[config.mk]
export PLATFORM = sky130hd
export DESIGN_NAME = ir_pulse_distance_frame_encoder_top
export DESIGN_NICKNAME = d
export VERILOG_FILES = /design/src/rtl/irpd_pkg.sv /design/src/rtl/ir_pulse_distance_frame_encoder_top.sv /design/src/rtl/irpd_front.sv /design/src/rtl/irpd_queue.sv /design/src/rtl/irpd_back.sv
export SDC_FILE = /design/constraint.sdc
export NUM_CORES = 1
export LEC_CHECK = 0
export BUFFER_PORTS_ARGS = -buffer_cell sky130_fd_sc_hd__buf_2
export CAP_MARGIN = 20
export CORE_MARGIN = 2
export CORE_UTILIZATION = 60
export DETAILED_ROUTE_END_ITERATION = 16
export GPL_TIMING_DRIVEN = 0
export PLACE_DENSITY = 0.79
export REMOVE_ABC_BUFFERS = 1
export SLEW_MARGIN = 20
export SYNTH_ARGS = -nofsm -noshare
export SYNTH_HDL_FRONTEND = slang
export SYNTH_HIERARCHICAL = 1
export SYNTH_SLANG_ARGS = --single-unit
[constraint.sdc]
create_clock -name clk -period 3.7 [get_ports clk]
set_clock_uncertainty 0.2 [all_clocks]
set_input_delay 0.74 -clock clk [delete_from_list [all_inputs] [get_ports clk]]
set_output_delay 0.74 -clock clk [all_outputs]
set_load 0.02 [all_outputs]
[src/rtl/irpd_pkg.sv]
package irpd_pkg;

	localparam int DUR_W = 15;
	localparam int PAIR_W = 2 * DUR_W;
	localparam int FIELD_W = 15;
	localparam int LEN_W = 4;
	localparam int OPT_W = 3;
	localparam int CNT_W = 6;
	localparam int CFG_IDX_W = 3;
	localparam int CFG_DATA_W = PAIR_W;

	localparam int QDEPTH = 2;
	localparam int QPTR_W = $clog2(QDEPTH);
	localparam int QCNT_W = $clog2(QDEPTH + 1);

	// register indexes
	localparam logic [CFG_IDX_W-1:0] REG_HEADER = 3'd0;
	localparam logic [CFG_IDX_W-1:0] REG_ONE = 3'd1;
	localparam logic [CFG_IDX_W-1:0] REG_ZERO = 3'd2;
	localparam logic [CFG_IDX_W-1:0] REG_STOP = 3'd3;
	localparam logic [CFG_IDX_W-1:0] REG_ADDR_LEN = 3'd4;
	localparam logic [CFG_IDX_W-1:0] REG_CMD_LEN = 3'd5;
	localparam logic [CFG_IDX_W-1:0] REG_OPTIONS = 3'd6;
	localparam logic [CFG_IDX_W-1:0] REG_EXPECTED = 3'd7;

	// frame option bits
	localparam int OPT_ADDR_INV = 0;
	localparam int OPT_CMD_INV = 1;
	localparam int OPT_STOP = 2;

	localparam logic [PAIR_W-1:0] RST_HEADER = 30'd147465000;
	localparam logic [PAIR_W-1:0] RST_ONE = 30'd55378480;
	localparam logic [PAIR_W-1:0] RST_ZERO = 30'd18350640;
	localparam logic [PAIR_W-1:0] RST_STOP = 30'd560;
	localparam logic [LEN_W-1:0] RST_ADDR_LEN = 4'd8;
	localparam logic [LEN_W-1:0] RST_CMD_LEN = 4'd8;
	localparam logic [OPT_W-1:0] RST_OPTIONS = 3'd7;
	localparam logic [CNT_W-1:0] RST_EXPECTED = 6'd34;

	typedef enum logic [2:0] {
		PH_IDLE,
		PH_HEADER,
		PH_ADDR,
		PH_ADDR_INV,
		PH_CMD,
		PH_CMD_INV,
		PH_STOP
	} phase_t;

	typedef struct packed {
		logic [PAIR_W-1:0] header_durations;
		logic [PAIR_W-1:0] one_durations;
		logic [PAIR_W-1:0] zero_durations;
		logic [PAIR_W-1:0] stop_durations;
		logic [LEN_W-1:0] address_length;
		logic [LEN_W-1:0] command_length;
		logic [OPT_W-1:0] frame_options;
		logic [CNT_W-1:0] expected_item_count;
	} cfg_t;

	typedef struct packed {
		logic [FIELD_W-1:0] address;
		logic [FIELD_W-1:0] command;
	} in_item_t;

	typedef struct packed {
		logic [DUR_W-1:0] mark_ticks;
		logic [DUR_W-1:0] space_ticks;
		logic last_item;
		logic frame_ok;
	} out_item_t;

	// one queued frame request
	typedef struct packed {
		logic [FIELD_W-1:0] address;
		logic [FIELD_W-1:0] command;
		logic frame_ok;
	} frame_t;

	function automatic logic section_enabled(phase_t ph, cfg_t c);
		logic en;
		case (ph)
			PH_ADDR: en = (c.address_length != '0);
			PH_ADDR_INV: en = (c.address_length != '0) && c.frame_options[OPT_ADDR_INV];
			PH_CMD: en = (c.command_length != '0);
			PH_CMD_INV: en = (c.command_length != '0) && c.frame_options[OPT_CMD_INV];
			PH_STOP: en = c.frame_options[OPT_STOP];
			default: en = 1'b0;
		endcase
		return en;
	endfunction

	// first enabled section after cur, idle when none remains
	function automatic phase_t next_section(phase_t cur, cfg_t c);
		phase_t res;
		logic found;
		res = PH_IDLE;
		found = 1'b0;
		for (int i = int'(PH_ADDR); i <= int'(PH_STOP); i++) begin
			if (!found && (i > int'(cur)) && section_enabled(phase_t'(i[2:0]), c)) begin
				res = phase_t'(i[2:0]);
				found = 1'b1;
			end
		end
		return res;
	endfunction

endpackage

[src/rtl/ir_pulse_distance_frame_encoder_top.sv]
// Pulse-distance infrared frame encoder. Each accepted request (address, command) becomes
// one frame of mark/space items: a header, the low address_length address bits LSB first,
// optionally their inverse, the low command_length command bits, optionally their inverse,
// and optionally a stop item; the last item is flagged and reports whether the item count
// matched expected_item_count. The output sequencer emits one item per cycle while the output
// is not stalled, and a frame has N items (N = 1 + a*(1+inv_a) + c*(1+inv_c) + stop, at most 62);
// between frames the sequencer passes through its idle state to fetch the next request from
// a two-entry queue; the queue lets up to two requests be taken while a frame is still
// being sent. Registers reset to the usual NEC timing (9000/4500 header,
// 560/1690 one, 560/560 zero, 560/0 stop, 8-bit fields, all options on, 34 items) and are
// to be written only while the block is idle.
module ir_pulse_distance_frame_encoder_top (
	input  logic                                  clk,
	input  logic                                  arst_n,
	input  logic                                  in_valid,
	output logic                                  in_ready,
	input  irpd_pkg::in_item_t                    in_data,
	output logic                                  out_valid,
	input  logic                                  out_ready,
	output irpd_pkg::out_item_t                   out_data,
	input  logic                                  cfg_we,
	input  logic [irpd_pkg::CFG_IDX_W-1:0]        cfg_index,
	input  logic [irpd_pkg::CFG_DATA_W-1:0]       cfg_data
);

	irpd_pkg::cfg_t cfg_q;
	irpd_pkg::frame_t push_entry;
	irpd_pkg::frame_t q_entry;
	logic push;
	logic pop;
	logic q_full;
	logic q_not_empty;

	always_ff @(posedge clk or negedge arst_n) begin
		if (!arst_n) begin
			cfg_q.header_durations <= irpd_pkg::RST_HEADER;
			cfg_q.one_durations <= irpd_pkg::RST_ONE;
			cfg_q.zero_durations <= irpd_pkg::RST_ZERO;
			cfg_q.stop_durations <= irpd_pkg::RST_STOP;
			cfg_q.address_length <= irpd_pkg::RST_ADDR_LEN;
			cfg_q.command_length <= irpd_pkg::RST_CMD_LEN;
			cfg_q.frame_options <= irpd_pkg::RST_OPTIONS;
			cfg_q.expected_item_count <= irpd_pkg::RST_EXPECTED;
		end else if (cfg_we) begin
			case (cfg_index)
				irpd_pkg::REG_HEADER: cfg_q.header_durations <= cfg_data;
				irpd_pkg::REG_ONE: cfg_q.one_durations <= cfg_data;
				irpd_pkg::REG_ZERO: cfg_q.zero_durations <= cfg_data;
				irpd_pkg::REG_STOP: cfg_q.stop_durations <= cfg_data;
				irpd_pkg::REG_ADDR_LEN:
					cfg_q.address_length <= cfg_data[irpd_pkg::LEN_W-1:0];
				irpd_pkg::REG_CMD_LEN:
					cfg_q.command_length <= cfg_data[irpd_pkg::LEN_W-1:0];
				irpd_pkg::REG_OPTIONS:
					cfg_q.frame_options <= cfg_data[irpd_pkg::OPT_W-1:0];
				irpd_pkg::REG_EXPECTED:
					cfg_q.expected_item_count <= cfg_data[irpd_pkg::CNT_W-1:0];
				default: begin
				end
			endcase
		end
	end

	irpd_front u_front (
		.in_valid   (in_valid),
		.in_ready   (in_ready),
		.in_data    (in_data),
		.cfg        (cfg_q),
		.q_full     (q_full),
		.push       (push),
		.push_entry (push_entry)
	);

	irpd_queue u_queue (
		.clk       (clk),
		.arst_n    (arst_n),
		.push      (push),
		.wdata     (push_entry),
		.full      (q_full),
		.pop       (pop),
		.rdata     (q_entry),
		.not_empty (q_not_empty)
	);

	irpd_back u_back (
		.clk         (clk),
		.arst_n      (arst_n),
		.cfg         (cfg_q),
		.q_not_empty (q_not_empty),
		.q_entry     (q_entry),
		.pop         (pop),
		.out_valid   (out_valid),
		.out_ready   (out_ready),
		.out_data    (out_data)
	);

endmodule

[src/rtl/irpd_front.sv]
module irpd_front (
	input  logic               in_valid,
	output logic               in_ready,
	input  irpd_pkg::in_item_t in_data,
	input  irpd_pkg::cfg_t     cfg,
	input  logic               q_full,
	output logic               push,
	output irpd_pkg::frame_t   push_entry
);

	logic [irpd_pkg::CNT_W-1:0] addr_len;
	logic [irpd_pkg::CNT_W-1:0] cmd_len;
	logic [irpd_pkg::CNT_W-1:0] item_count;

	// item count of the frame: header, fields, inverted copies, stop
	always_comb begin
		addr_len = {2'b00, cfg.address_length};
		cmd_len = {2'b00, cfg.command_length};
		item_count = irpd_pkg::CNT_W'(1) + addr_len
			+ (cfg.frame_options[irpd_pkg::OPT_ADDR_INV] ? addr_len : '0)
			+ cmd_len
			+ (cfg.frame_options[irpd_pkg::OPT_CMD_INV] ? cmd_len : '0)
			+ {{(irpd_pkg::CNT_W-1){1'b0}}, cfg.frame_options[irpd_pkg::OPT_STOP]};
	end

	assign in_ready = !q_full;
	assign push = in_valid && !q_full;

	always_comb begin
		push_entry.address = in_data.address;
		push_entry.command = in_data.command;
		push_entry.frame_ok = (item_count == cfg.expected_item_count);
	end

endmodule

[src/rtl/irpd_queue.sv]
module irpd_queue (
	input  logic             clk,
	input  logic             arst_n,
	input  logic             push,
	input  irpd_pkg::frame_t wdata,
	output logic             full,
	input  logic             pop,
	output irpd_pkg::frame_t rdata,
	output logic             not_empty
);

	irpd_pkg::frame_t mem_q [irpd_pkg::QDEPTH];
	logic [irpd_pkg::QPTR_W-1:0] wr_ptr_q;
	logic [irpd_pkg::QPTR_W-1:0] rd_ptr_q;
	logic [irpd_pkg::QCNT_W-1:0] count_q;

	assign full = (count_q == irpd_pkg::QCNT_W'(irpd_pkg::QDEPTH));
	assign not_empty = (count_q != '0);
	assign rdata = mem_q[rd_ptr_q];

	always_ff @(posedge clk) begin
		if (push) begin
			mem_q[wr_ptr_q] <= wdata;
		end
	end

	always_ff @(posedge clk or negedge arst_n) begin
		if (!arst_n) begin
			wr_ptr_q <= '0;
			rd_ptr_q <= '0;
			count_q <= '0;
		end else begin
			if (push) begin
				wr_ptr_q <= (wr_ptr_q == irpd_pkg::QPTR_W'(irpd_pkg::QDEPTH - 1)) ?
					'0 : wr_ptr_q + 1'b1;
			end
			if (pop) begin
				rd_ptr_q <= (rd_ptr_q == irpd_pkg::QPTR_W'(irpd_pkg::QDEPTH - 1)) ?
					'0 : rd_ptr_q + 1'b1;
			end
			if (push && !pop) begin
				count_q <= count_q + 1'b1;
			end else if (pop && !push) begin
				count_q <= count_q - 1'b1;
			end
		end
	end

	assert property (@(posedge clk) disable iff (!arst_n)
		count_q <= irpd_pkg::QCNT_W'(irpd_pkg::QDEPTH))
		else $error("queue holds more requests than it has entries");

	assert property (@(posedge clk) disable iff (!arst_n)
		pop |-> not_empty)
		else $error("request popped from an empty queue");

endmodule

[src/rtl/irpd_back.sv]
module irpd_back (
	input  logic                clk,
	input  logic                arst_n,
	input  irpd_pkg::cfg_t      cfg,
	input  logic                q_not_empty,
	input  irpd_pkg::frame_t    q_entry,
	output logic                pop,
	output logic                out_valid,
	input  logic                out_ready,
	output irpd_pkg::out_item_t out_data
);

	irpd_pkg::phase_t phase_q, phase_d;
	logic [irpd_pkg::LEN_W-1:0] bit_q, bit_d;
	logic [irpd_pkg::FIELD_W-1:0] address_q;
	logic [irpd_pkg::FIELD_W-1:0] command_q;
	logic frame_ok_q;
	logic out_valid_q;
	irpd_pkg::out_item_t out_q;

	logic load;
	logic emit;
	logic last;
	logic [irpd_pkg::PAIR_W-1:0] pair;
	logic [irpd_pkg::FIELD_W-1:0] data;
	logic [irpd_pkg::LEN_W-1:0] len;
	logic bit_val;
	irpd_pkg::phase_t nxt;
	irpd_pkg::out_item_t item;

	// the output register can take a new item when empty or being drained
	assign load = !out_valid_q || out_ready;

	always_comb begin
		phase_d = phase_q;
		bit_d = bit_q;
		pop = 1'b0;
		emit = 1'b0;
		last = 1'b0;
		pair = cfg.header_durations;
		nxt = irpd_pkg::next_section(phase_q, cfg);
		if ((phase_q == irpd_pkg::PH_ADDR) || (phase_q == irpd_pkg::PH_ADDR_INV)) begin
			data = address_q;
			len = cfg.address_length;
		end else begin
			data = command_q;
			len = cfg.command_length;
		end
		bit_val = data[bit_q] ^
			((phase_q == irpd_pkg::PH_ADDR_INV) || (phase_q == irpd_pkg::PH_CMD_INV));
		case (phase_q)
			irpd_pkg::PH_IDLE: begin
				if (q_not_empty) begin
					pop = 1'b1;
					phase_d = irpd_pkg::PH_HEADER;
				end
			end
			irpd_pkg::PH_HEADER: begin
				if (load) begin
					emit = 1'b1;
					pair = cfg.header_durations;
					last = (nxt == irpd_pkg::PH_IDLE);
					phase_d = nxt;
					bit_d = '0;
				end
			end
			irpd_pkg::PH_ADDR, irpd_pkg::PH_ADDR_INV,
			irpd_pkg::PH_CMD, irpd_pkg::PH_CMD_INV: begin
				if (load) begin
					emit = 1'b1;
					pair = bit_val ? cfg.one_durations : cfg.zero_durations;
					if (bit_q == len - 1'b1) begin
						last = (nxt == irpd_pkg::PH_IDLE);
						phase_d = nxt;
						bit_d = '0;
					end else begin
						bit_d = bit_q + 1'b1;
					end
				end
			end
			irpd_pkg::PH_STOP: begin
				if (load) begin
					emit = 1'b1;
					pair = cfg.stop_durations;
					last = 1'b1;
					phase_d = irpd_pkg::PH_IDLE;
				end
			end
			default: begin
				phase_d = irpd_pkg::PH_IDLE;
			end
		endcase
		item.mark_ticks = pair[irpd_pkg::DUR_W-1:0];
		item.space_ticks = pair[irpd_pkg::PAIR_W-1:irpd_pkg::DUR_W];
		item.last_item = last;
		item.frame_ok = last && frame_ok_q;
	end

	always_ff @(posedge clk or negedge arst_n) begin
		if (!arst_n) begin
			phase_q <= irpd_pkg::PH_IDLE;
			bit_q <= '0;
			out_valid_q <= 1'b0;
		end else begin
			phase_q <= phase_d;
			bit_q <= bit_d;
			if (load) begin
				out_valid_q <= emit;
			end
		end
	end

	// hold the request and the item payload
	always_ff @(posedge clk) begin
		if (pop) begin
			address_q <= q_entry.address;
			command_q <= q_entry.command;
			frame_ok_q <= q_entry.frame_ok;
		end
		if (load && emit) begin
			out_q <= item;
		end
	end

	assign out_valid = out_valid_q;
	assign out_data = out_q;

	assert property (@(posedge clk) disable iff (!arst_n)
		pop |-> (phase_q == irpd_pkg::PH_IDLE))
		else $error("request taken while a frame is in progress");

	assert property (@(posedge clk) disable iff (!arst_n)
		(out_valid_q && out_q.frame_ok) |-> out_q.last_item)
		else $error("frame check flag on an item that does not close the frame");

	assert property (@(posedge clk) disable iff (!arst_n)
		(emit && last) |=> (phase_q == irpd_pkg::PH_IDLE))
		else $error("sequencer kept running after the last item");

	assert property (@(posedge clk) disable iff (!arst_n)
		((phase_q == irpd_pkg::PH_ADDR) || (phase_q == irpd_pkg::PH_ADDR_INV)) |->
		(bit_q < cfg.address_length))
		else $error("address bit index past the field length");

endmodule
**Yosys cells after proc, flatten, opt, wreduce, memory -nomap -nowiden**

Memories as Yosys holds them, arrays and structs flattened. A register that Yosys moved wholly into a read port is not among the register bits.
Cells that the tools add are included.

- Add/subtract/negate cells: 11
- Multipliers: 0
- Divide/modulo/power cells: 0
- $lt $le $gt $ge: 6
- Equal/unequal tests: 21
- Shifts and indexed selects: 0
- Mux-type cells: 43
- Bitwise logic cells: 1
- Reduce and logical (&&, ||, !) cells: 47

Operator list:

| cell | count |
|---|---|
| $mux 30 | 3 |
| $pmux 30 s2 | 1 |
| $mux 3 | 9 |
| $mux 4 | 6 |
| $eq 3x3->1 const B | 7 |
| $logic_and 1x1->1 | 16 |
| $mux 1 | 16 |
| $reduce_and 2->1 | 8 |
| $mux 15 | 1 |
| $add 6x6->6 | 2 |
| $eq 3x2->1 const B | 4 |
| $pmux 3 s4 | 1 |
| $gt 3x3->1 const A | 3 |
| $logic_not 3->1 | 3 |
| $logic_not 1->1 | 8 |
| $ne 2x1->1 const B | 4 |
| $pmux 4 s2 | 1 |
| $reduce_bool 4->1 | 2 |
| $add 6x1->6 | 1 |
| $add 6x4->6 | 1 |
| $eq 3x1->1 const B | 2 |
| $eq 6x6->1 | 1 |
| $gt 2x3->1 const A | 2 |
| $mux 2 | 3 |
| other kinds (19) | 24 |

- Flip-flop bits (word level): 181
- Latch bits: 0
- Bits in writable memories: 62
- Bits in read-only memories: 0
- Logic and storage cells: 148
- Memories: 1

Memory list:

| name | depth | bits a word | read ports | clocked after memory_dff | write ports | RTL line | text |
|---|---|---|---|---|---|---|---|
| u_queue.mem_q | 2 | 31 | 1 | 1 | 1 | irpd_queue.sv:12 | `irpd_pkg::frame_t mem_q [irpd_pkg::QDEPTH];` |

**Longest topological paths before layout**

- Word-level depth: 24
- Mapped depth: 12

**Modules after synthesis**

The synthesis kept the hierarchy.

Modules (own cells, without submodules):

| module | times used | cells an instance | area an instance (um2) | seq. area each (um2) |
|---|---|---|---|---|
| ir_pulse_distance_frame_encoder_top | 1 | 294 | 5,236.3 | 3,472.1 |
| irpd_back | 1 | 528 | 4,813.4 | 2,092.0 |
| irpd_queue | 1 | 113 | 2,580.0 | 1,961.9 |
| irpd_front | 1 | 91 | 713.2 | 0.0 |

**Least setup slack after synthesis**

Ideal clock, no wire load.

- Path type: register to register
- Start: register cfg_q[8] (netlist bit)
- End: memory u_queue/mem_q[0][0] (netlist bit), data pin
- Arrival time: 2.837 ns
- Data required time: 3.297 ns
- Setup slack: 0.460 ns
- Cell stages (with the launch flop): 10
- Path buffers: 0
- Cell sequence: dfstp_2 inv_1 ha_1 fa_1 inv_1 ha_1 fa_1 xor2_1 or3_1 a2111oi_2

RTL lines:

| item | RTL line | text |
|---|---|---|
| start, declared | ir_pulse_distance_frame_encoder_top.sv:26 | `irpd_pkg::cfg_t cfg_q;` |
| end, declared | irpd_queue.sv:12 |  |

==> results.yml <==
status:
  status: "complete, no violations"
worst_setup_path:
  startpoint_type: "flip-flop"
  crit_type: "flip-flop to flip-flop"
  r2r_start: "u_back/phase_q[2]$_DFFE_PN0P_"
  cp.arrival_ns: 3.67
  crit_path_max_fanout: 18
  crit_path_start: "u_back/phase_q[2]$_DFFE_PN0P_"
  cp_data_required_time_ns: 3.77
  worst_setup_path_end_kind: "flip-flop"
cells_and_area:
  fin_cells: 1399
  area_growth_pct: 13.17
  multiInputGateArea_sq_mm: 0.005254
  drive_above_1_share_pct: 41.91
  seq_area_sq_mm: 0.007527
  diodes: 0
  nets: 1186
  fill_cells: 1469
yosys:
  synth_area_leaders: "edfxtp_1, dfrtp_1, mux2_2"
  yosysTopAreaCell: "edfxtp_1"
  synth_edf_count: 125
  ys.flop_type: "edfxtp_1"
  synthArstFlopShare_pct: 54.38
  ys_seq_area_share_pct: 56.40
  syn_inst: 1026
  synth.avg_cell_area_sq_um: 13.00
  yosys.area.top_type_share_pct: 28.13
  synth_cell_type_count: 58
  yosysWarnings: 6
  synth_seq_cells: 274
  synthesis.area_sq_mm: 0.01334
sta:
  clock.fmax_ghz: 0.2781
  final-setup-viol-count: 0
  hold_ws_ns: 0.1765
  fin_crit_sh_pct: 97.19
  slew_headroom_pct: 50.71
  drv_slew: 0
  hold_violations: 0
  worst_slew_pin_slew_ns: 0.7378
  post-route-min-period_ns: 3.596
drt:
  firstDrtPassIters: 5
  drc: 0
  viasPerCell: 5.845
  drt-initial-drc-count: 477
  drt-total-wl_microns: 27160
  wl_per_cell_microns: 19.42
  postRouteAntennaNets: 0
  vias: 8177
global_routing:
  grt_pass1_vias: 8389
  grt_remaining_overflow: 0
  grt_start_max_net_pins: 93
  antenna_found_initial: 1
  grt_pass1_wl_microns: 42990
  grt.total_usage_pct: 22.77
flow_run:
  drv_cap: 0
clock_tree:
  cts.sinks: 274
  h-tree-depth: 1
  cts_root_buffer: "clkbuf_16"
  worstSkewPairLatency_ns: 0.55
  cts_buffers: 29
  tritoncts: "yes"
  clk_path_buf_depth: 3
  clkTransAtPathRegs_ns: 0.06
place:
  place_hpwl_microns: 16770
  gp_congestion: 0.8261
  port_buffers: 101
  dp.cells: 1342
power:
  p_switching_mw: 4.622
  switching_share_pct: 36.07
  combPwrFrac_pct: 39.8
  clock_power_share_pct: 22.0
  p_int_mw: 8.192
  seqPwrFrac_pct: 38.1
  powerDensity_mw_per_mm2: 848.6
  ir_drop_v: 0.0005495
  leakagePower_nw: 6.121
floorplanning:
  core_sq_mm: 0.02182
  num_rows: 54
  die_y_microns: 153.1
  num_io_pins: 102
  start_util_pct: 61.14
  die_w_microns: 153.1
  die_area_sq_mm: 0.02345
min_path:
  min_from: "in_data[8]"
  hold_path_class: "primary input to flip-flop"
critical path, stage by stage (launching register included):
cell and delay (ns):
dfrtp_1 0.50, inv_1 0.25, ha_4 0.38, mux4_2 0.55, nor2b_1 0.15, o21ai_1 0.55, o211ai_4 0.14, buf_16 0.21
buf_16 0.18, o21ai_2 0.07, nand3_1 0.10
stage by stage:
step / setup WS, ns / util, % / setup TNS, ns / total power, mW / area (sq um)
global placement: -1.940 / 62.22 / -140.71 / 9.228 / 13580
detailed placement: -0.2834 / 64.38 / -8.081 / 9.769 / 14050
global route: -0.04085 / 69.19 / -0.2010 / 13.45 / 15100
floorplan: 0.02794 / - / 0 / 8.115 / 12720
CTS: 0.04010 / 68.85 / 0 / 12.64 / 15020
finish: 0.1041 / 69.19 / 0 / 12.81 / 15100
state kept, by name, summed over array words and instances (netlist names):
signal	count
u_queue/rd_ptr_q	1
u_back/out_data	32
u_back/phase_q	3
u_back/frame_ok_q	1
u_queue/mem_q	62
u_back/command_q	15
u_back/out_valid	1
u_back/address_q	15
u_back/bit_q	4
u_queue/count_q	2
u_queue/wr_ptr_q	1
cfg_q	137
Yosys cell counts (12+ instances only):
master,number
o21ai_2,60
mux2i_1,13
mux2_4,33
buf_6,12
dfstp_2,35
clkbuf_1,30
edfxtp_1,125
dfrtp_1,114
nor2_1,127
nand3_1,32
nand2_1,78
buf_4,33
inv_1,24
ha_1,14
mux2_2,135
a22oi_1,32
cells in the final DEF (no fill, tap or decap), types with 7 or more instances in the layout:
master	Yosys	layout
mux2_2	135	135
nor2_1	127	125
edfxtp_1	125	125
dfrtp_1	114	113
buf_2	4	100
nand2_1	78	78
o21ai_2	60	60
dfstp_2	35	35
mux2_4	33	33
a22oi_1	32	32
nand3_1	32	32
clkbuf_16	0	30
inv_1	24	23
mux2i_1	13	13
ha_1	14	12
xnor2_1	10	10
clkinv_2	0	9
nand2b_1	9	9
o21ai_0	10	9
xor2_1	9	9
clkbuf_8	0	8
nor2b_1	9	8
a21oi_1	8	8
fa_1	8	8
buf_16	0	7
metal layers:
metal	global-route usage (%)	wire length, microns	vias up
li1	-	-	3753
met1	30.76	11510	4121
met2	38.50	13570	249
met3	3.516	1517	52
met4	6.790	551	2
met5	0	13	-
worst paths after layout:
path,end,slack (ns),depth (start not counted)
max,u_back/out_data[10]$_DFFE_PP_,0.10,10
min,u_queue/mem_q[0][9]$_DFFE_PP_,0.18,1
max reg2reg,u_back/out_data[10]$_DFFE_PP_,0.10,10
min in group asynchronous,cfg_q[41]$_DFFE_PN0P_,0.52,2
max in group asynchronous,cfg_q[130]$_DFFE_PN1P_,1.97,3
min reg2reg,cfg_q[123]$_DFFE_PN0P_,0.30,1
cell type report:
cell class	count	share of cell area, %
Sequential cell	274	49.85
Multi-Input combinational cell	644	34.79
Timing Repair Buffer	123	6.148
Clock buffer	41	5.776
Tap cell	280	2.320
Inverter	24	0.5966
Clock inverter	13	0.5138
power groups by stage:
stage	logic (mW)	clock network [mW]	registers [mW]
5_1_grt	5.51	2.96	4.99
6_report	5.11	2.82	4.89
4_1_cts	4.92	2.84	4.88
3_5_place_dp	4.84	0	4.93
3_3_place_gp	4.26	0	4.96
2_1_floorplan	3.05	0	5.07
cells by family after synthesis:
family | Yosys count | synth area share (%)
muxes | 186 | 16.79
buffers and inverters | 109 | 5.326
adders and majority gates | 22 | 2.513
xor gates and xnor gates | 19 | 1.247
AOI/OAI and AO/OA | 136 | 8.299
and+or+nand+nor | 280 | 9.424
DFF | 274 | 56.40
timing repair:
action                                  in CTS  in global routing
endpoints found under the hold margin       31                  0
pin swaps                                    0                  3
resized for setup                            2                  8
cloned                                       0                  1
buffers inserted                             0                  1
endpoints found under the setup margin      35                 32
hold buffers                                 1                  0
(Power assumes the default switching activity.)
